--- config.mk ---
export PLATFORM = sky130hd
export DESIGN_NAME = fht_ram
export DESIGN_NICKNAME = d
export VERILOG_FILES = /design/src/rtl/fht_ram.sv
export SDC_FILE = /design/constraint.sdc
export NUM_CORES = 1
export LEC_CHECK = 0
export BUFFER_PORTS_ARGS = -buffer_cell sky130_fd_sc_hd__buf_2
export CORE_ASPECT_RATIO = 1.75
export CORE_MARGIN = 4
export CORE_UTILIZATION = 28
export DETAILED_ROUTE_END_ITERATION = 16
export GPL_ROUTABILITY_DRIVEN = 0
export GPL_TIMING_DRIVEN = 0
export MAX_ROUTING_LAYER = met4
export PLACE_DENSITY = 0.4
export SYNTH_ARGS = -nofsm -noshare
export SYNTH_HDL_FRONTEND = slang
export SYNTH_SLANG_ARGS = --single-unit
--- constraint.sdc ---
create_clock -name clk -period 2.22 [get_ports clk]
set_clock_uncertainty 0.2 [all_clocks]
set_input_delay 0.111 -clock clk [delete_from_list [all_inputs] [get_ports clk]]
set_output_delay 0.111 -clock clk [all_outputs]
set_load 0.02 [all_outputs]
--- src/rtl/fht_ram.sv ---
// Generic single-port RAM with a registered read.
module fht_ram #(
	parameter int unsigned Width = 8,
	parameter int unsigned Depth = 64
) (
	input logic clk,
	input logic we,
	input logic [$clog2(Depth)-1:0] addr,
	input logic [Width-1:0] wdata,
	output logic [Width-1:0] rdata
);

	logic [Width-1:0] mem_q [Depth];

	always_ff @(posedge clk) begin
		if (we) begin
			mem_q[addr] <= wdata;
		end
		rdata <= mem_q[addr];
	end

endmodule

# --- Word-level counts from Yosys, hierarchy flattened ---
# Memories as Yosys holds them, arrays and structs flattened. A register that Yosys moved wholly into a read port is not among the register bits.
# Index checks and enable logic that the tools add are counted.
totals:
  memories: 1
  in_bits: 16
  ram_bits: 512
  word_cells: 3
  out_inout_bits: 8
  register_bits: 0
classes:
  n_mux: 2
memory_table:
  columns: ["name", "words", "word_bits", "rd", "rd_ports_with_merged_regs", "write_ports", "line", "rtl"]
  rows:
  - ["mem_q", 64, 8, 1, 1, 1, "13", "logic [Width-1:0] mem_q [Depth];"]
op_table:
  columns: ["operator", "count"]
  rows:
  - ["$mux W1", 2]

# --- Longest topological paths before layout ---
# Gate-level depths: netlist of the first run.
logic_depth:
  ltp_word: 2
  mapped_depth: 10

# --- Least setup slack after synthesis of the first run ---
# OpenSTA, ideal clock, no wires.
synth_timing:
  path_kind: "in2reg"
  from: "input port addr[1]"
  to: "memory mem_q[13][0] (enable)"
  path_slack_ns: -0.190
  arrival_time_ns: 1.839
  cell_stages: 7
  required_ns: 1.650
  n_path_buf: 4
  path_cell_list: "buf_6 -> buf_6 -> nor2b_1 -> clkbuf_1 -> clkbuf_1 -> nand3_1 -> nor2_1"
synth_lines:
  columns: ["element", "line", "rtl"]
  rows:
  - ["start, declared", "8", "input logic [$clog2(Depth)-1:0] addr,"]
  - ["end, declared", "13", null]
# Straight into the memory's write port.

==> metrics.cfg, run 1 <==
[synthesis]
netlist_instances = 1171
async_reset_ff_share_pct = 0
synth.avg_cell_area_sq_um = 17.5
yosys.area.top_type = edfxtp_1
ys_seq_area_share_pct = 76.0
ys_warn_count = 0
synth_ff_type = edfxtp_1
ys_top_cells_by_area = edfxtp_1, mux4_2, mux2i_1
synth-seq-cells = 520
syn_nets = 1187
synthDistinctLibCells = 56
synth_area_sq_um = 20400
synth-edff-count = 512
synth_top_area_share_pct = 75.2

[worst_setup_path]
cp_data_required_time_ns = 2.47
start_kind = register
cp.arrival_ns = 2.82
worstPathMaxFanout = 1
rrSetupSlack_ns = -0.35
worstSetupEndpointType = register
critPathKind = register to register

[die]
start_util_pct = 28.4
rows = 130
die_w_um = 212
core_sq_um = 72100
dieArea_sq_um = 77600
boundaryPins = 24
die_h_um = 366

[global_route]
antenna_found_initial = 2
first_global_vias = 12300
gr-usage-met1_pct = 21.0
grt_max_degree = 65
use_met3_pct = 2.12
top_usage_layer = met2
grt_overflow = 0
track_usage_pct = 19.1
grt_use_met2_pct = 35.0
grt_pass1_wl_um = 100000

[clock_tree]
cts_max_level = 2
cts.sinks = 520
cts_tree = done
clk_latency_ns = 0.59
root_buffer = clkbuf_16
cts_buffers = 49
cts.clk_slew.worst_paths_ns = 0.06
clockBufferDepth = 3

[detailed_routing]
vias = 11800
drc_errors = 0
wire_per_inst_um = 32.0
viasPerCell = 5.23
routed_wl_um = 72300
ant_nets = 0
drtIter0Drc = 902
firstDrtPassIters = 5

[placement]
dp.final_hpwl_um = 48700
dp_cells = 2117
port_buffers = 22

[status]
status = finished with violations
violations = negative setup slack

[worst_hold_path]
hp-class = input port to register

[sta]
rsz0062_at_grt = true
period_share_pct = 116
relSlewSlack_pct = 7.81
report.final.setup_viol = 6
tightest_slew_ns = 1.38
final-hold-violation-count = 0
finalMaxSlewViolations = 0
min_period_ns = 2.57
setup_ws_ns = -0.350
fmax_ghz = 0.389
fin_tns_setup_ns = -0.673

[layout]
layout.nets = 1310
final_common_cell = edfxtp_1
syn_to_final_growth_pct = 22.3
mostFrequentLayoutCells = edfxtp_1, nor2_4, mux2i_1
final_layout_size_suffix_gt1_share_pct = 27.7
fin_cells = 2258
fill_cells = 6797

[job]
max_cap_violations = 0

[power_and_ir_drop]
p_leak_nw = 7.81
peakVddDrop_mv = 0.628
power_mw = 20.6
powerDensity_nw_per_um2 = 825

==> flip-flops by register name, summed over array words and instances, names as in the netlist <==
signal and cells:
mem_q 512, rdata 8
==> critical path: stages, from the launching register on <==
cell and delay [ns]:
edfxtp_1 0.38, mux2_4 0.28, mux4_2 0.55, o21ai_4 0.25
o2111ai_4 0.18, or4b_4 0.59
==> layout make-up <==
class | instances | area [sq um] | area share (%)
well taps | 924 | 1160 | 4.62
inverters | 3 | 11.3 | 0.0450
repair buffers | 73 | 858 | 3.43
clock inverters | 19 | 140 | 0.561
multi-input cells | 567 | 5380 | 21.5
diodes | 1 | 2.50 | 0.0100
flip-flops and latches | 520 | 15500 | 62.1
clock buffers | 71 | 1380 | 5.52
plain buffers | 80 | 536 | 2.14
==> where the power goes <==
group          leakage [nW]  total (mW)  internal [mW]  switching [mW]
clock                 0.749        8.21           4.55            3.66
sequential             4.67        10.9           10.9          0.0194
combinational          2.39        1.54          0.461            1.08
total                  7.81        20.6           15.9            4.76
==> cell families after synthesis <==
family,Yosys count,synth area share [%]
buf+inv,84,1.98
mux,116,8.26
flops,520,76.0
simple gates,229,5.71
compound gates,222,8.08
==> final timing paths <==
path | start | to | cells past startpoint
setup / recovery | mem_q[4][7] | rdata[7] | 5
hold / removal | wdata[6] | mem_q[23][6] | 1
setup reg to reg | mem_q[4][7] | rdata[7] | 5
hold reg to reg | mem_q[3][0] | rdata[0] | 3
==> cells in the mapped netlist (8+ instances only) <==
| library cell | instances |
|---|---|
| nand3b_1 | 12 |
| o221ai_1 | 9 |
| buf_2 | 30 |
| o21ai_0 | 9 |
| a221o_1 | 11 |
| nor2b_1 | 8 |
| dfxtp_1 | 8 |
| nand3_1 | 8 |
| nor2_1 | 82 |
| o22ai_1 | 22 |
| edfxtp_1 | 512 |
| nand2b_1 | 24 |
| a22oi_1 | 40 |
| and2_1 | 9 |
| o22a_1 | 11 |
| a221oi_1 | 21 |
| nand2_1 | 45 |
| mux2i_1 | 63 |
| and3_1 | 9 |
| a22o_1 | 10 |
| mux4_2 | 41 |
| a21oi_1 | 28 |
| a31oi_1 | 15 |
| clkbuf_1 | 36 |
==> what timing repair did <==
| item | CTS | global route |
|---|---|---|
| hold buffers | 3 | 3 |
| resized for setup | 230 | 9 |
| pin swaps | 33 | 12 |
| buffers inserted | 32 | 13 |
| endpoints found under the hold margin | 116 | 60 |
| endpoints found under the setup margin | 520 | 86 |
==> through the flow <==
stage	hold slack [ns]	utilization, %	instance area (sq um)	setup WS (ns)
5_1_grt	0.213	34.7	25000	-0.365
2_1_floorplan	0.00987	-	20600	-0.0975
3_3_place_gp	0.330	30.3	21800	-2.15
3_5_place_dp	0.333	30.3	21800	-2.14
6_report	0.204	34.7	25000	-0.350
4_1_cts	0.189	34.3	24700	-0.347
==> layer usage <==
metal	up-vias	share of wire, %
li1	5022	-
met1	6302	37
met2	356	55
met3	139	3.7
met4	0	4.9
met5	-	0
No activity file was read; power rests on OpenSTA's default activity.
==> run 2, diff against run 1 <==
CORE_MARGIN = default   (was 4)
PLACE_DENSITY = default   (was 0.4)
PLACE_DENSITY_LB_ADDON = 0.1   (was default)
==> run 2 against run 1 <==
Compared with the run above:
- the flow finishes with violations (design-rule violations, negative setup slack)
- worst hold slack worse by 0.017 ns
- total power fell by 1.1%
- via count grew 1.2%
- clock power shrank 3.4%
==> metrics.cfg, run 2 (same netlist as run 1, synthesis figures left out) <==
[status]
status = finished with violations
violations = design-rule violations, negative setup slack

[global_route]
first_global_vias = 12600  ; +2.1%
gr-usage-met1_pct = 23.0  ; +2.0 points
grt_use_met2_pct = 38.3  ; +3.3 points
antenna_found_initial = 1  ; -1
top_usage_layer = met2
grt_max_degree = 65  ; unchanged
track_usage_pct = 21.3  ; +2.2 points
grt_pass1_wl_um = 104000  ; +3.5%
use_met3_pct = 2.22  ; +0.096 points
grt_overflow = 0  ; unchanged

[sta]
fmax_ghz = 0.421  ; +8.3%
final-hold-violation-count = 0  ; unchanged
relSlewSlack_pct = 8.52  ; +0.71 points
rsz0062_at_grt = true
finalMaxSlewViolations = 0  ; unchanged
setup_ws_ns = -0.153  ; +0.197 ns
min_period_ns = 2.37  ; -0.197 ns
tightest_slew_ns = 1.37  ; -0.0106 ns
report.final.setup_viol = 6  ; unchanged
period_share_pct = 107  ; -8.9 points

[placement]
dp.final_hpwl_um = 50100  ; +2.9%
port_buffers = 22  ; unchanged
dp_cells = 2117  ; unchanged
dp_slack_ns = -2.39  ; -0.246 ns

[power_and_ir_drop]
powerDensity_nw_per_um2 = 803  ; -2.7%
p_leak_nw = 8.07  ; +3.3%
peakVddDrop_mv = 0.425  ; -32%

[die]
core_sq_um = 72100  ; unchanged
boundaryPins = 24  ; unchanged
start_util_pct = 28.4  ; unchanged
dieArea_sq_um = 74200  ; -4.4%
die_h_um = 360  ; -1.6%
rows = 130  ; unchanged
die_w_um = 206  ; -2.8%

[layout]
largest_reg_flops = 512  ; unchanged
top_regs = mem_q: 512 flops, rdata: 8 flops
fin_cells = 2300  ; +1.9%
syn_to_final_growth_pct = 24.3
mostFrequentLayoutCells = edfxtp_1, buf_4, nor2_4
regMostFlops = mem_q
seq_area_sq_um = 15500  ; unchanged
final_layout_size_suffix_gt1_share_pct = 30.8  ; +3.2 points
layout.nets = 1355  ; +3.4%
fill_cells = 6742  ; -0.81%
final_common_cell = edfxtp_1
finalCoreUtilization_pct = 35.3  ; +0.57 points
multi_input_area_sq_um = 5390  ; +0.23%

[detailed_routing]
vias = 12000  ; +1.2%
firstDrtPassIters = 11  ; +6
ant_nets = 0  ; unchanged
viasPerCell = 5.20  ; -0.65%
drtIter0Drc = 877  ; -2.8%
drc_errors = 4  ; +4
routed_wl_um = 75500  ; +4.3%
wire_per_inst_um = 32.8  ; +2.4%

[clock_tree]
cts.clk_slew.worst_paths_ns = 0.06  ; about the same
cts_buffers = 49  ; unchanged
cts_max_level = 2  ; unchanged
root_buffer = clkbuf_16
clockBufferDepth = 3  ; unchanged
cts.sinks = 520  ; unchanged
clk_latency_ns = 0.59  ; about the same
cts_tree = done

[worst_setup_path]
critPathKind = input port to register
start_kind = input port
worstSetupEndpointType = register
cp.arrival_ns = 2.63  ; -0.19 ns
cp_data_required_time_ns = 2.48  ; about the same
worstPathMaxFanout = 10  ; +9

[job]
max_cap_violations = 0  ; unchanged

[worst_hold_path]
hp-class = input port to register

-- run 2: changes by cell type in the layout (fill, tap and decap cells not counted), sizes merged, moves of 2 or more --
cell,delta
bufinv,-2
inv,-2
clkinv,+2
clkdlybuf4s15,+2
clkinvlp,+2
clkbuf,-3
buf,+42
-- run 2: critical path: stages --
cell and delay, ns:
buf_2 0.11, buf_4 0.20, buf_2 0.25, clkdlybuf4s15_2 0.42, nand3_1 0.15, a21oi_1 0.21
o31ai_1 0.36, o2111ai_2 0.23, or4b_4 0.56
-- run 2: stage by stage --
step	area, sq um	hold slack [ns]	power [mW]	setup TNS [ns]
4_1_cts	25200	0.202	20.6	-0.487
2_1_floorplan	20600	0.00987	11.7	-19.01
3_5_place_dp	21900	0.328	12.5	-962.80
5_1_grt	25400	0.241	20.9	-0.514
3_3_place_gp	21800	0.329	12.5	-963.42
6_report	25400	0.187	20.4	-0.449
-- run 2: cell type report --
cell class | instances | area share (%)
Sequential cell | 520 | 61.1
Multi-Input combinational cell | 567 | 21.2
Clock buffer | 68 | 5.30
Timing Repair Buffer | 118 | 4.93
Tap cell | 924 | 4.55
Buffer | 80 | 2.45
Clock inverter | 19 | 0.345
Inverter | 3 | 0.0591
Antenna cell | 1 | 0.00985
-- run 2: final timing paths --
kind | from | end | slack [ns] | depth (start not counted)
max | addr[0] | rdata[7] | -0.15 | 9
min | wdata[7] | mem_q[37][7] | 0.19 | 1
max reg2reg | mem_q[4][7] | rdata[7] | -0.15 | 5
min reg2reg | mem_q[3][0] | rdata[0] | 0.45 | 3
-- run 2: timing repair --
action,CTS,global route
hold buffers,3,4
setup buffers,79,10
endpoints found under the setup margin,520,14
pin swaps,57,6
hold endpoints to repair,75,83
cloned,0,0
gates resized for setup,248,25
-- run 2: layer usage --
metal | routed length (um) | vias up
li1 | - | 5101
met1 | 27400 | 6341
met2 | 41100 | 369
met3 | 2830 | 149
met4 | 4090 | 0
met5 | 0 | -
-- run 2: power breakdown --
part           internal, mW  switching [mW]
Sequential             10.9          0.0202
Clock                  4.22            3.71
Combinational         0.489            1.11
Total                  15.6            4.84
