File: src/rtl/fht_pkg.sv
// Shared constants and types for the frequency hit table.
package fht_pkg;

	localparam int unsigned TableSlots = 64;
	localparam int unsigned IdxW = $clog2(TableSlots);
	localparam int unsigned FillW = IdxW + 1;
	localparam int unsigned FreqW = 33;
	localparam int unsigned TolW = 20;
	localparam int unsigned HitsW = 16;
	localparam int unsigned OutIdxW = 6;
	// Width of freq * hits + freq before the division.
	localparam int unsigned ProdW = FreqW + HitsW + 1;

	localparam logic [1:0] OP_RECORD = 2'd0;
	localparam logic [1:0] OP_BAN = 2'd1;
	localparam logic [1:0] OP_CHECK = 2'd2;

	localparam logic CFG_MATCH_TOL = 1'b0;
	localparam logic CFG_BAN_TOL = 1'b1;

	localparam logic [TolW-1:0] MATCH_TOL_RESET = TolW'(5000);
	localparam logic [TolW-1:0] BAN_TOL_RESET = TolW'(10000);
	localparam logic [HitsW-1:0] HITS_MAX = '1;
	localparam logic [FreqW:0] ROUND_STEP = (FreqW+1)'(10000);
	localparam logic [FreqW-1:0] SKIP_SAT = FreqW'(64'd8589930000);

	typedef logic [FreqW-1:0] freq_t;
	typedef logic [HitsW-1:0] hits_t;
	typedef logic [TolW-1:0] tol_t;

	// Divider handshake between the sequencer and the divider.
	typedef struct packed {
		logic start;
		logic [ProdW-1:0] dividend;
		logic [HitsW:0] divisor;
	} div_req_t;

	typedef struct packed {
		logic done;
		logic [ProdW-1:0] quotient;
	} div_rsp_t;

endpackage

File: src/rtl/fht_div.sv
// Restoring divider, one quotient bit per cycle.
module fht_div (
	input logic clk,
	input logic arst_n,
	input fht_pkg::div_req_t req,
	output fht_pkg::div_rsp_t rsp
);

	localparam int unsigned NW = fht_pkg::ProdW;
	localparam int unsigned DW = fht_pkg::HitsW + 1;
	localparam int unsigned CW = $clog2(NW + 1);

	logic busy_q;
	logic [CW-1:0] cnt_q;
	logic [NW-1:0] quo_q;
	logic [DW-1:0] rem_q;
	logic [DW-1:0] dsr_q;
	logic done_q;
	logic [DW:0] trial;

	assign trial = {rem_q, quo_q[NW-1]};

	always_ff @(posedge clk or negedge arst_n) begin
		if (!arst_n) begin
			busy_q <= 1'b0;
			done_q <= 1'b0;
			cnt_q <= '0;
		end else begin
			done_q <= 1'b0;
			if (req.start) begin
				busy_q <= 1'b1;
				cnt_q <= CW'(NW);
			end else if (busy_q) begin
				cnt_q <= cnt_q - 1'b1;
				if (cnt_q == CW'(1)) begin
					busy_q <= 1'b0;
					done_q <= 1'b1;
				end
			end
		end
	end

	always_ff @(posedge clk) begin
		if (req.start) begin
			quo_q <= req.dividend;
			rem_q <= '0;
			dsr_q <= req.divisor;
		end else if (busy_q) begin
			if (trial >= {1'b0, dsr_q}) begin
				rem_q <= DW'(trial - {1'b0, dsr_q});
				quo_q <= {quo_q[NW-2:0], 1'b1};
			end else begin
				rem_q <= trial[DW-1:0];
				quo_q <= {quo_q[NW-2:0], 1'b0};
			end
		end
	end

	assign rsp.done = done_q;
	assign rsp.quotient = quo_q;

`ifndef SYNTHESIS
	a_start_idle: assert property (@(posedge clk) disable iff (!arst_n)
		req.start |-> !busy_q)
		else $error("divider started while busy");
	a_done_once: assert property (@(posedge clk) disable iff (!arst_n)
		rsp.done |=> !rsp.done)
		else $error("divider done held for two cycles");
	a_done_after_busy: assert property (@(posedge clk) disable iff (!arst_n)
		rsp.done |-> $past(busy_q))
		else $error("divider done without a run");
`endif

endmodule

File: config.mk
export PLATFORM = sky130hd
export DESIGN_NAME = fht_div
export DESIGN_NICKNAME = d
export VERILOG_FILES = /design/src/rtl/fht_pkg.sv /design/src/rtl/fht_div.sv
export SDC_FILE = /design/constraint.sdc
export NUM_CORES = 1
export LEC_CHECK = 0
export ABC_AREA = 0
export BUFFER_PORTS_ARGS = -buffer_cell sky130_fd_sc_hd__clkbuf_2
export CORE_ASPECT_RATIO = 1.25
export CORE_MARGIN = 5
export CORE_UTILIZATION = 52
export CTS_CLUSTER_SIZE = 25
export DETAILED_ROUTE_END_ITERATION = 8
export HOLD_SLACK_MARGIN = 0.12
export PLACE_DENSITY_LB_ADDON = 0.1
export REMOVE_ABC_BUFFERS = 1
export SLEW_MARGIN = 20
export SYNTH_ARGS = -nofsm -noshare
export SYNTH_HDL_FRONTEND = slang
export SYNTH_SLANG_ARGS = --single-unit
File: constraint.sdc
create_clock -name clk -period 4.35 [get_ports clk]
set_input_delay 0.6525 -clock clk [delete_from_list [all_inputs] [get_ports clk]]
set_output_delay 0.6525 -clock clk [all_outputs]
set_load 0.05 [all_outputs]
## Word level (Yosys, flattened, before mapping)

Index checks and enable logic that the tools add are counted.

- Mux-type cells: 12
- Equality and inequality tests: 1
- Magnitude comparators: 1
- Reductions and logical operators: 1
- Add/sub/neg operators: 2

Operator list:

| operator | count |
|---|---|
| $mux W50 | 2 |
| $ge A18 B17 Y1 | 1 |
| $mux W17 | 1 |
| $sub A17 B17 Y17 | 1 |
| $mux W6 | 2 |
| $mux W1 | 7 |
| $eq A6 B1 Y1 const B | 1 |
| $sub A6 B1 Y6 const B | 1 |
| $reduce_bool A2 Y1 | 1 |

- Register bits: 92
- Logic and storage cells: 23
- Bits of input ports: 70

## Logic depth before layout (Yosys ltp)

Gate-level depths: netlist of run 1.

- Word-level depth: 4
- Gate-level depth with buffers: 11
- Depth with buffers taken out: 10

## Worst setup path after synthesis of run 1

OpenSTA, ideal clock, no wires.

- Kind: register to register
- Start: register quo_q[49]
- End: register quo_q[0] (data pin)
- Setup slack: 1.456 ns
- Setup time: 0.260 ns
- Period minus slack after synthesis: 2.894 ns
- Data arrival time: 2.634 ns
- Cell stages (with the launch flop): 11
- Data required time: 4.090 ns
- Cell sequence: edfxtp_1 inv_1 ha_1 inv_1 fa_1 a211oi_2 o211ai_4 a211oi_2 o21ai_4 buf_6 mux2_2

- Cells in the longest elaborated chain, start to end: 4

RTL lines:

| item | RTL line | text |
|---|---|---|
| start: declaration | fht_div.sv:15 | `logic [NW-1:0] quo_q;` |
| start signal: assignment | fht_div.sv:45 | `quo_q <= req.dividend;` |
| start signal: assignment | fht_div.sv:51 | `quo_q <= {quo_q[NW-2:0], 1'b1};` |
| start signal: assignment | fht_div.sv:54 | `quo_q <= {quo_q[NW-2:0], 1'b0};` |
| $ge A18 B17 Y1 | fht_div.sv:49 | `if (trial >= {1'b0, dsr_q}) begin` |
| $mux W1 | fht_div.sv:49 |  |
| $mux W50 | fht_div.sv:48 | `end else if (busy_q) begin` |
| $mux W50 | fht_div.sv:44 | `if (req.start) begin` |

Every way passes these cells. The select of a mux whose other input is x is not followed.
A chain may end at the register's enable or synchronous reset.

## Final worst setup path of run 1

- Start: register quo_q[49]
- End: register rem_q[12]

- Cells in the longest elaborated chain, start to end: 2
- Elaborated cells on any way between the ends: 3
- Classes of those cells: add/sub (1); order compare (1); mux (1)

RTL lines:

| item | RTL line | text |
|---|---|---|
| $sub A17 B17 Y17 / $ge A18 B17 Y1 (equally long branches) | fht_div.sv:50, fht_div.sv:49 |  |
| $mux W17 * | fht_div.sv:49 |  |
| end signal: assignment | fht_div.sv:50 | `rem_q <= DW'(trial - {1'b0, dsr_q});` |
| end signal: assignment | fht_div.sv:53 | `rem_q <= trial[DW-1:0];` |
| end: declaration | fht_div.sv:16 | `logic [DW-1:0] rem_q;` |

Mark *: on every way between the ends. The rest lies on a longest branch, timed or not.

==> results of run 1 <==
==> logic make-up (layout without fill, tap and decap cells) <==
logic type | Yosys count | count (layout)
compound gates | 77 | 77
xor+xnor | 15 | 15
fa+ha+maj | 20 | 20
buf+inv | 44 | 165
flops | 92 | 92
mux | 60 | 60
simple gates | 75 | 75
==> layout make-up <==
type,count,area (sq um)
Clock buffer,11,243
Tap cell,123,154
Clock inverter,5,51.3
Multi-Input combinational cell,247,2010
Timing Repair Buffer,122,618
Inverter,27,101
Sequential cell,92,2550
Fill cell,741,3300
==> stage by stage <==
stage | setup WS [ps] | power [uW] | utilization [%]
6_report | 1530 | 3110 | 63.5
5_1_grt | 1300 | 3290 | 63.5
4_1_cts | 1510 | 3140 | 63.5
3_5_place_dp | 1540 | 2350 | 60.2
3_3_place_gp | 1660 | 2340 | 60.2
2_1_floorplan | 1500 | 2080 | -
==> synth_stat cells, types with 3 or more instances <==
library cell,count
xor2_1,5
a31oi_1,5
a21oi_1,17
xnor2_1,10
inv_1,25
dfrtp_1,8
nand2_1,21
dfxtp_1,17
mux2_2,51
nand3_1,6
nor2_1,27
a211oi_1,6
a21o_1,8
nand2b_1,5
a311oi_1,3
o21ai_0,7
a211oi_2,3
nor4_1,3
nor3_1,4
edfxtp_1,67
and3_1,3
ha_1,19
mux2i_1,9
clkbuf_1,11
==> critical path, cell delays in order, from the launching register on <==
cell      delay [ps]
edfxtp_1         410
inv_1             80
ha_1             160
inv_1             50
fa_1             430
a211oi_2         350
o211ai_4         150
a211oi_2         300
o21a_1           410
a21oi_1          150
a221oi_2         240
==> layer usage <==
layer	vias to the layer above	global-route usage, %
met5	-	0
met4	0	7.59
met3	16	6.91
met2	112	31.4
met1	1591	23.3
li1	1671	-
==> registers in the layout, summed over array words and instances (netlist names) <==
signal and flops:
busy_q 1, done_q 1, cnt_q 6, quo_q 50, dsr_q 17, rem_q 17
==> final timing paths <==
kind	cells past startpoint	startpoint	endpoint
hold / removal	1	arst_n	cnt_q[5]$_DFFE_PN0P_
min in group clk	1	req[6]	dsr_q[6]$_DFFE_PP_
setup / recovery	10	quo_q[49]$_DFFE_PP_	rem_q[12]$_SDFFE_PP0P_
setup reg to reg	10	quo_q[49]$_DFFE_PP_	rem_q[12]$_SDFFE_PP0P_
max in group asynchronous	1	arst_n	cnt_q[3]$_DFFE_PN0P_
hold reg to reg	2	rem_q[4]$_SDFFE_PP0P_	rem_q[4]$_SDFFE_PP0P_
==> report_power, final <==
| part | switching [uW] | total, uW | leakage (uW) | internal [uW] |
|---|---|---|---|---|
| Combinational | 711 | 1160 | 0.00145 | 448 |
| Clock | 313 | 770 | 0.000143 | 457 |
| Sequential | 97.0 | 1180 | 0.000928 | 1090 |
| Total | 1120 | 3110 | 0.00252 | 1990 |
==> results.cfg, run 1 <==
[placement]
place_inst = 611
post-dp-hpwl_um = 7420
finalWeightedCongestion = 0.862
place_area_sq_um = 5430
portBuffers = 120

[yosys]
avgSynthCellArea_sq_um = 12.4
synth-seq-cells = 92
synth_cells = 383
yosys_warnings = 0
synth_top_family_by_area = multiplexers
synth_fa_ha_area_share_pct = 5.43
yosysTopAreaCell = edfxtp_1
yosysUniqueCellTypes = 60
ys_seq_area_share_pct = 53.8
synthSimpleGateAreaFrac_pct = 7.33
synth_async_sr_flop_share_pct = 8.70
synthFlopType = edfxtp_1
netlist_top_cells_area = edfxtp_1, mux2_2, dfxtp_1
synth-edff-count = 67
synth_top_area_share_pct = 42.4
synth-xor-area-share_pct = 2.77
synth-compound-area-share_pct = 12.7
muxShareOfSynthArea_pct = 14.0
syn_area_sq_um = 4740

[timing]
finalCritPeriodShare_pct = 64.9
slew_viol_final = 0
slew_headroom_pct = 27.3
rsz0062_at_grt = false
skew_ps = 6.24
hold_viol = 0
finalSetupViolations = 0
post-route-min-period_ps = 2820
tightestPinTransition_ps = 1090
whs_ps = 155
fmax_ghz = 0.354
setup_tns_ps = 0

[detailed_routing]
met1_length_um = 4200
drt_iter0_markers = 136
wl_met2_um = 4900
highest_layer = met4
dr_total_vias = 3390
routed-wl-met3_um = 804
firstDrtPassIters = 4
routed_wl_um = 10100
drcViolationCount = 0
wl_per_cell_um = 16.1
antenna_left = 0
via_per_inst = 5.41

[cells_and_area]
diodes = 0
layout-drive-gt1-share_pct = 39.9
final_cell_area_sq_um = 5730
layout.cells.non_filler = 627
area_delta_synth_final_pct = 20.7
final_common_cell = clkbuf_2
fin_nets = 589
layout_common_cells = clkbuf_2, edfxtp_1, mux2_2, nor2_1, inv_1

[floorplan]
num_rows = 39
die_width_um = 95.4
die_h_um = 117
io_pins = 121
start_util_pct = 52.6
dieArea_sq_um = 11100
core-area_sq_um = 9030

[worst_setup_path]
cp-end-kind = flip-flop
crit_type = reg2reg
crit_path_start_kind = flip-flop
ff2ff_setup_slack_ps = 1530
path_max_fanout = 10
arrival_ps = 3070
crit_required_ps = 4600

[min_path]
hp-class = in2async

[cts]
clock_latency_ps = 340
h-tree-depth = 3
post_cts_resize_count = 0
cts_setup_buffers = 0
cts_made_buffers = 9
cts_buffer_depth = 2
cts-root-buf = clkbuf_16
cts.sinks = 92
clk_pin_slew_ps = 60
ctsHoldBuffers = 0
cts_tree = done

[power]
power_density_nw_per_um2 = 543
leakagePower_uw = 0.00252
vdd_ir_drop_max_mv = 0.291

[status]
status = finished, final reports clean

[global_route]
grt_overflow = 0
grt_max_degree = 52
grt_pass1_wl_um = 16600
grtUsageTotal_pct = 19.2
grt_pass1_vias = 3459
antenna_found_initial = 0

[flow_run]
maxCapViolations = 0
Power figures use the tool's default switching activity.
==> run 2: changes to the inputs <==
==> constraint.sdc (replaced) <==
create_clock -name clk -period 2.82 [get_ports clk]
set_input_delay 0.423 -clock clk [delete_from_list [all_inputs] [get_ports clk]]
set_output_delay 0.423 -clock clk [all_outputs]
set_load 0.05 [all_outputs]
==> run 2 against run 1 <==
- clock skew rose by 2.3 ps
- sequential power increased by 55%
- critical path depth decreased by 1
- setup slack worse by 1300 ps
- maximum frequency rose by 7.4%
- clock power is 81% higher
- routed wire length up 3.1%
- die area stayed put
- critical endpoint is now quo_q[0]$_DFFE_PP_
- final area increased by 2.7%
- largest cell class unchanged
- cell count rose by 1.1%
- sequential share of layout area is 1.2 points lower
==> results.cfg, run 2 (synthesis gave the netlist of run 1 again) <==
[power]
vdd_ir_drop_max_mv = 0.499
clockPowerShare_pct = 27.3
leakagePower_uw = 0.00259
switching_share_pct = 35.0
pwr-share-comb_pct = 37.0
power.switching_uw = 1790
p_int_uw = 3320
power_density_nw_per_um2 = 868
seqPwrFrac_pct = 35.8

[global_route]
grt_overflow = 0
use_met2_pct = 32.6
busiest_layer = met2
grt_max_degree = 88
use_met1_pct = 21.6
grt_pass1_vias = 3535
grtUsageTotal_pct = 19.3
grt_pass1_wl_um = 16500
met3_usage_pct = 7.29
antenna_found_initial = 0

[timing]
rsz0062_at_grt = false
whs_ps = 262
tightestPinTransition_ps = 589
finalSetupViolations = 0
hold_viol = 0
post-route-min-period_ps = 2630
skew_ps = 8.59
finalCritPeriodShare_pct = 93.2
slew_viol_final = 0
fmax_ghz = 0.381
slew_headroom_pct = 60.4

[detailed_routing]
via_per_inst = 5.51
dr_total_vias = 3496
firstDrtPassIters = 5
antenna_left = 0
drcViolationCount = 0
routed_wl_um = 10400
drt_iter0_markers = 120
wl_per_cell_um = 16.4

[cells_and_area]
layout-drive-gt1-share_pct = 40.9
fin_nets = 596
layout.cells.non_filler = 634
final_common_cell = clkbuf_2
layout_common_cells = clkbuf_2, edfxtp_1, mux2_2, nor2_1, inv_1
reg.largest.list = quo_q (50), dsr_q (17), rem_q (17)
area_delta_synth_final_pct = 24.0
regMostFlops = quo_q
largest_reg_flops = 50
diodes = 0

[cts]
cts_made_buffers = 9
clock_latency_ps = 330
cts.sinks = 92
h-tree-depth = 3
cts-root-buf = clkbuf_16
cts_tree = done
clk_pin_slew_ps = 60
cts_buffer_depth = 2

[worst_setup_path]
ff2ff_setup_slack_ps = 190
rr_startpoint = quo_q[49]$_DFFE_PP_
reg2reg_to = quo_q[0]$_DFFE_PP_
cp-end-kind = flip-flop
arrival_ps = 2710
crit_path_max_incr_delay_ps = 380
path_cells = inv_1 -> ha_1 -> inv_1 -> fa_2 -> a211oi_4 -> o211ai_4 -> a211oi_4 -> o21ai_4 -> mux2_2
crit_path_start_kind = flip-flop
critPathSlowestCell = edfxtp_1
crit_required_ps = 2910
worstRegToRegCells = 9
path_max_fanout = 9
crit_type = reg2reg

[min_path]
hold_start = req[6]
hp-class = in2reg
min_to = dsr_q[6]$_DFFE_PP_
hold-path-cell-count = 1

[placement]
portBuffers = 120
post-dp-hpwl_um = 7530
finalWeightedCongestion = 0.844
place_inst = 615

[flow_run]
maxCapViolations = 0

[status]
status = finished, final reports clean

[floorplan]
die_width_um = 95.4
io_pins = 121
core-area_sq_um = 9030
dieArea_sq_um = 11100
start_util_pct = 52.6
num_rows = 39
die_h_um = 117
==> run 2: cell types whose count changed in the layout (fill, tap and decap cells not counted), sizes merged <==
cell / before / now
inv: 25 / 27
clkinv: 5 / 2
buf: 3 / 8
clkinvlp: 1 / 0
o21ai: 9 / 10
bufinv: 1 / 3
dlygate4sd3: 0 / 1
==> run 2: how the worst max path moves through the flow <==
stage                         from                    end  slack (ps)  cells after the start
3_3_place_gp   quo_q[49]$_DFFE_PP_     quo_q[0]$_DFFE_PP_         180                      9
5_1_grt        quo_q[49]$_DFFE_PP_  rem_q[0]$_SDFFE_PP0P_          50                     11
6_report       quo_q[49]$_DFFE_PP_     quo_q[0]$_DFFE_PP_         190                      9
2_1_floorplan     busy_q$_DFF_PN0_     quo_q[0]$_DFFE_PP_         -30                      2
3_5_place_dp   quo_q[49]$_DFFE_PP_     quo_q[0]$_DFFE_PP_         100                      9
4_1_cts        quo_q[49]$_DFFE_PP_     quo_q[0]$_DFFE_PP_          70                      9
==> run 2: per-stage QoR <==
step | utilization [%] | setup TNS [ps] | area, sq um | setup WS, ps | power (uW)
5_1_grt | 65.2 | 0 | 5880 | 48.2 | 5370
6_report | 65.2 | 0 | 5880 | 192 | 5110
4_1_cts | 64.8 | 0 | 5850 | 71.7 | 5080
3_3_place_gp | 60.8 | 0 | 5490 | 179 | 3630
2_1_floorplan | - | -1500 | 4660 | -30.1 | 3210
3_5_place_dp | 60.8 | 0 | 5490 | 105 | 3670
==> run 2: per-layer routing <==
layer	wire length (um)	up-vias	share of wire, %
met4	315	0	3.0
li1	-	1683	-
met1	3980	1667	38
met5	0	-	0
met2	5240	119	50
met3	879	27	8.4
==> run 2: power groups by stage <==
stage	Combinational (uW)	Sequential, uW	Clock (uW)
3_3_place_gp	1790	1840	0
5_1_grt	2060	1850	1470
2_1_floorplan	1100	2100	0
3_5_place_dp	1820	1850	0
6_report	1890	1830	1390
4_1_cts	1840	1830	1420
==> run 2: cell type report <==
| type | instances | area, sq um |
|---|---|---|
| repair buffers | 128 | 691 |
| clock inverters | 5 | 108 |
| fillers | 713 | 3140 |
| inverters | 27 | 101 |
| clock buffers | 11 | 243 |
| multi-input cells | 248 | 2030 |
| well taps | 123 | 154 |
| flip-flops and latches | 92 | 2550 |
==> run 2: worst max-delay path, delay by kind of cell (launching register included) <==
family / cells / cell delay [ps]
adder cells (fa/ha/maj): 2 / 540
AO/OA/AOI/OAI: 4 / 990
multiplexers: 1 / 320
buffers and inverters: 2 / 130
flip-flops: 1 / 380
==> run 2: what timing repair did <==
item | 4_1_cts | 5_1_grt
endpoints found under the setup margin | 0 | 12
hold buffers | 1 | 0
buffers inserted | 0 | 1
gates resized for setup | 0 | 3
hold endpoints to repair | 8 | 0
==> run 3: changes to the inputs <==
==> constraint.sdc (replaced) <==
create_clock -name clk -period 3.3 [get_ports clk]
set_input_delay 0.495 -clock clk [delete_from_list [all_inputs] [get_ports clk]]
set_output_delay 0.495 -clock clk [all_outputs]
set_load 0.05 [all_outputs]
==> run 3 against run 2 <==
- final area decreased by 2.3%
- clock power down 33%
- via count is 0.92% lower
- critical endpoint is now rem_q[0]$_SDFFE_PP0P_
- sequential power is 15% lower
- flip-flop and latch count did not move
- sequential share of layout area increased by 1.0 points
- first-iteration DRC count is 27% higher
- global-route usage hardly changed
- cell count is 0.47% lower
- die area unchanged
- largest power group is now registers
- setup slack improved by 280 ps
- clock skew is 3.9 ps lower
==> results.cfg, run 3 (synthesis gave the netlist of run 1 again) <==
[cts]
cts_setup_buffers = 0
cts-root-buf = clkbuf_16
cts_made_buffers = 9
clock_latency_ps = 340
clk_pin_slew_ps = 60
ctsHoldBuffers = 1
cts.sinks = 92
cts_buffer_depth = 2
h-tree-depth = 3
post_cts_resize_count = 0
cts_tree = done

[detailed_routing]
routed_wl_um = 10400
drt_iter0_markers = 152
drcViolationCount = 0
antenna_left = 0
dr_total_vias = 3464
wl_per_cell_um = 16.5
via_per_inst = 5.49
firstDrtPassIters = 4

[floorplan]
dieArea_sq_um = 11100
die_width_um = 95.4
core-area_sq_um = 9030
io_pins = 121
num_rows = 39
die_h_um = 117
start_util_pct = 52.6

[cells_and_area]
area_delta_synth_final_pct = 21.1
regMostFlops = quo_q
final_common_cell = clkbuf_2
fin_nets = 593
layout_common_cells = clkbuf_2, edfxtp_1, mux2_2, nor2_1, inv_1
layout-drive-gt1-share_pct = 40.0
fill_cells = 742
largest_reg_flops = 50
diodes = 0
reg.largest.list = quo_q (50), dsr_q (17), rem_q (17)
final_cell_area_sq_um = 5750

[timing]
skew_ps = 4.66
post-route-min-period_ps = 2830
tightestPinTransition_ps = 624
finalWorstSetupSlack_ps = 474
fmax_ghz = 0.354
setup_tns_ps = 0
hold_viol = 0
finalCritPeriodShare_pct = 85.6
slew_headroom_pct = 58.2
slew_viol_final = 0
rsz0062_at_grt = false
finalSetupViolations = 0

[worst_setup_path]
cp.buffers_inverters = 2
critPathSlowestCell = fa_1
crit_path_max_incr_delay_ps = 430
crit_type = reg2reg
crit_required_ps = 3540
arrival_ps = 3070
crit_path_start_kind = flip-flop
rr_startpoint = quo_q[49]$_DFFE_PP_
cp-end-kind = flip-flop
path_cells = inv_1 -> ha_1 -> inv_1 -> fa_1 -> a211oi_2 -> o211ai_4 -> a211oi_2 -> o21a_1 -> nand2_1 -> a311oi_1
startpoint = quo_q[49]$_DFFE_PP_
path_max_fanout = 10
path_delay_family = compound AO/OA/AOI/OAI gates
ff2ff_setup_slack_ps = 470

[power]
seqPwrFrac_pct = 38.7
p_int_uw = 2530
switching_share_pct = 37.1
clockPowerShare_pct = 23.3
leakagePower_uw = 0.00253
vdd_ir_drop_max_mv = 0.438
power.switching_uw = 1490
power_density_nw_per_um2 = 700
pwr-share-comb_pct = 38.0

[global_route]
grt_max_degree = 52
antenna_found_initial = 0
grtUsageTotal_pct = 19.3
grt_pass1_vias = 3528
grt_overflow = 0
grt_pass1_wl_um = 16600

[min_path]
hp-class = in2reg
hold_start = req[14]

[placement]
finalWeightedCongestion = 0.844
place_area_sq_um = 5470
post-dp-hpwl_um = 7500
dp_worst_setup_slack_ps = 470
portBuffers = 120

[status]
status = finished, final reports clean

[flow_run]
maxCapViolations = 0
-- run 3: cell types whose count changed in the layout (fill, tap and decap cells not counted), sizes merged --
cell,change
clkinv,+4
bufinv,-3
buf,-2
clkbuf,-2
clkinvlp,+1
o21ai,-1
-- run 3: per-layer routing --
metal	part of all wire, %	global-route usage [%]	wire length [um]
met4	2.0	8.54	206
met1	40	22.5	4210
met2	50	32.3	5170
met5	0	0	0
met3	7.9	6.59	817
-- run 3: power groups by stage --
stage                     Sequential [uW]  Combinational [uW]  Clock [uW]
final                                1560                1530         937
after global routing                 1580                1660        1030
after CTS                            1560                1530         960
after detailed placement             1580                1520           0
after global placement               1580                1500           0
after floorplan                      1800                 943           0
-- run 3: layout make-up --
cell class                      instances  area (sq um)  area share (%)
Timing Repair Buffer                  126           663            11.5
Tap cell                              123           154            2.68
Clock buffer                            9           225            3.92
Sequential cell                        92          2550            44.4
Multi-Input combinational cell        247          2010            35.0
Inverter                               27           101            1.76
Clock inverter                          7          41.3           0.719
-- run 3: metrics by stage --
stage | hold slack (ps) | power [uW] | utilization, % | instances
after CTS | 321 | 4050 | 63.6 | 631
after global placement | 350 | 3070 | 60.6 | 614
final | 333 | 4020 | 63.6 | 631
after global routing | 318 | 4260 | 63.6 | 631
after detailed placement | 356 | 3100 | 60.6 | 614
after floorplan | 199 | 2740 | - | 366
-- run 3: final timing paths --
path,to,cells after the start
max reg2reg,rem_q[0]$_SDFFE_PP0P_,10
min in group asynchronous,done_q$_DFF_PN0_,2
min,dsr_q[14]$_DFFE_PP_,1
max,rem_q[0]$_SDFFE_PP0P_,10
min reg2reg,rem_q[9]$_SDFFE_PP0P_,2
max in group asynchronous,cnt_q[1]$_DFFE_PN0P_,2
-- run 3: worst register-to-register path, cell delays in order (launching register included) --
cell and delay [ps]:
edfxtp_1 400, inv_1 70, ha_1 150, inv_1 60, fa_1 430, a211oi_2 340
o211ai_4 150, a211oi_2 340, o21a_1 410, nand2_1 110, a311oi_1 290
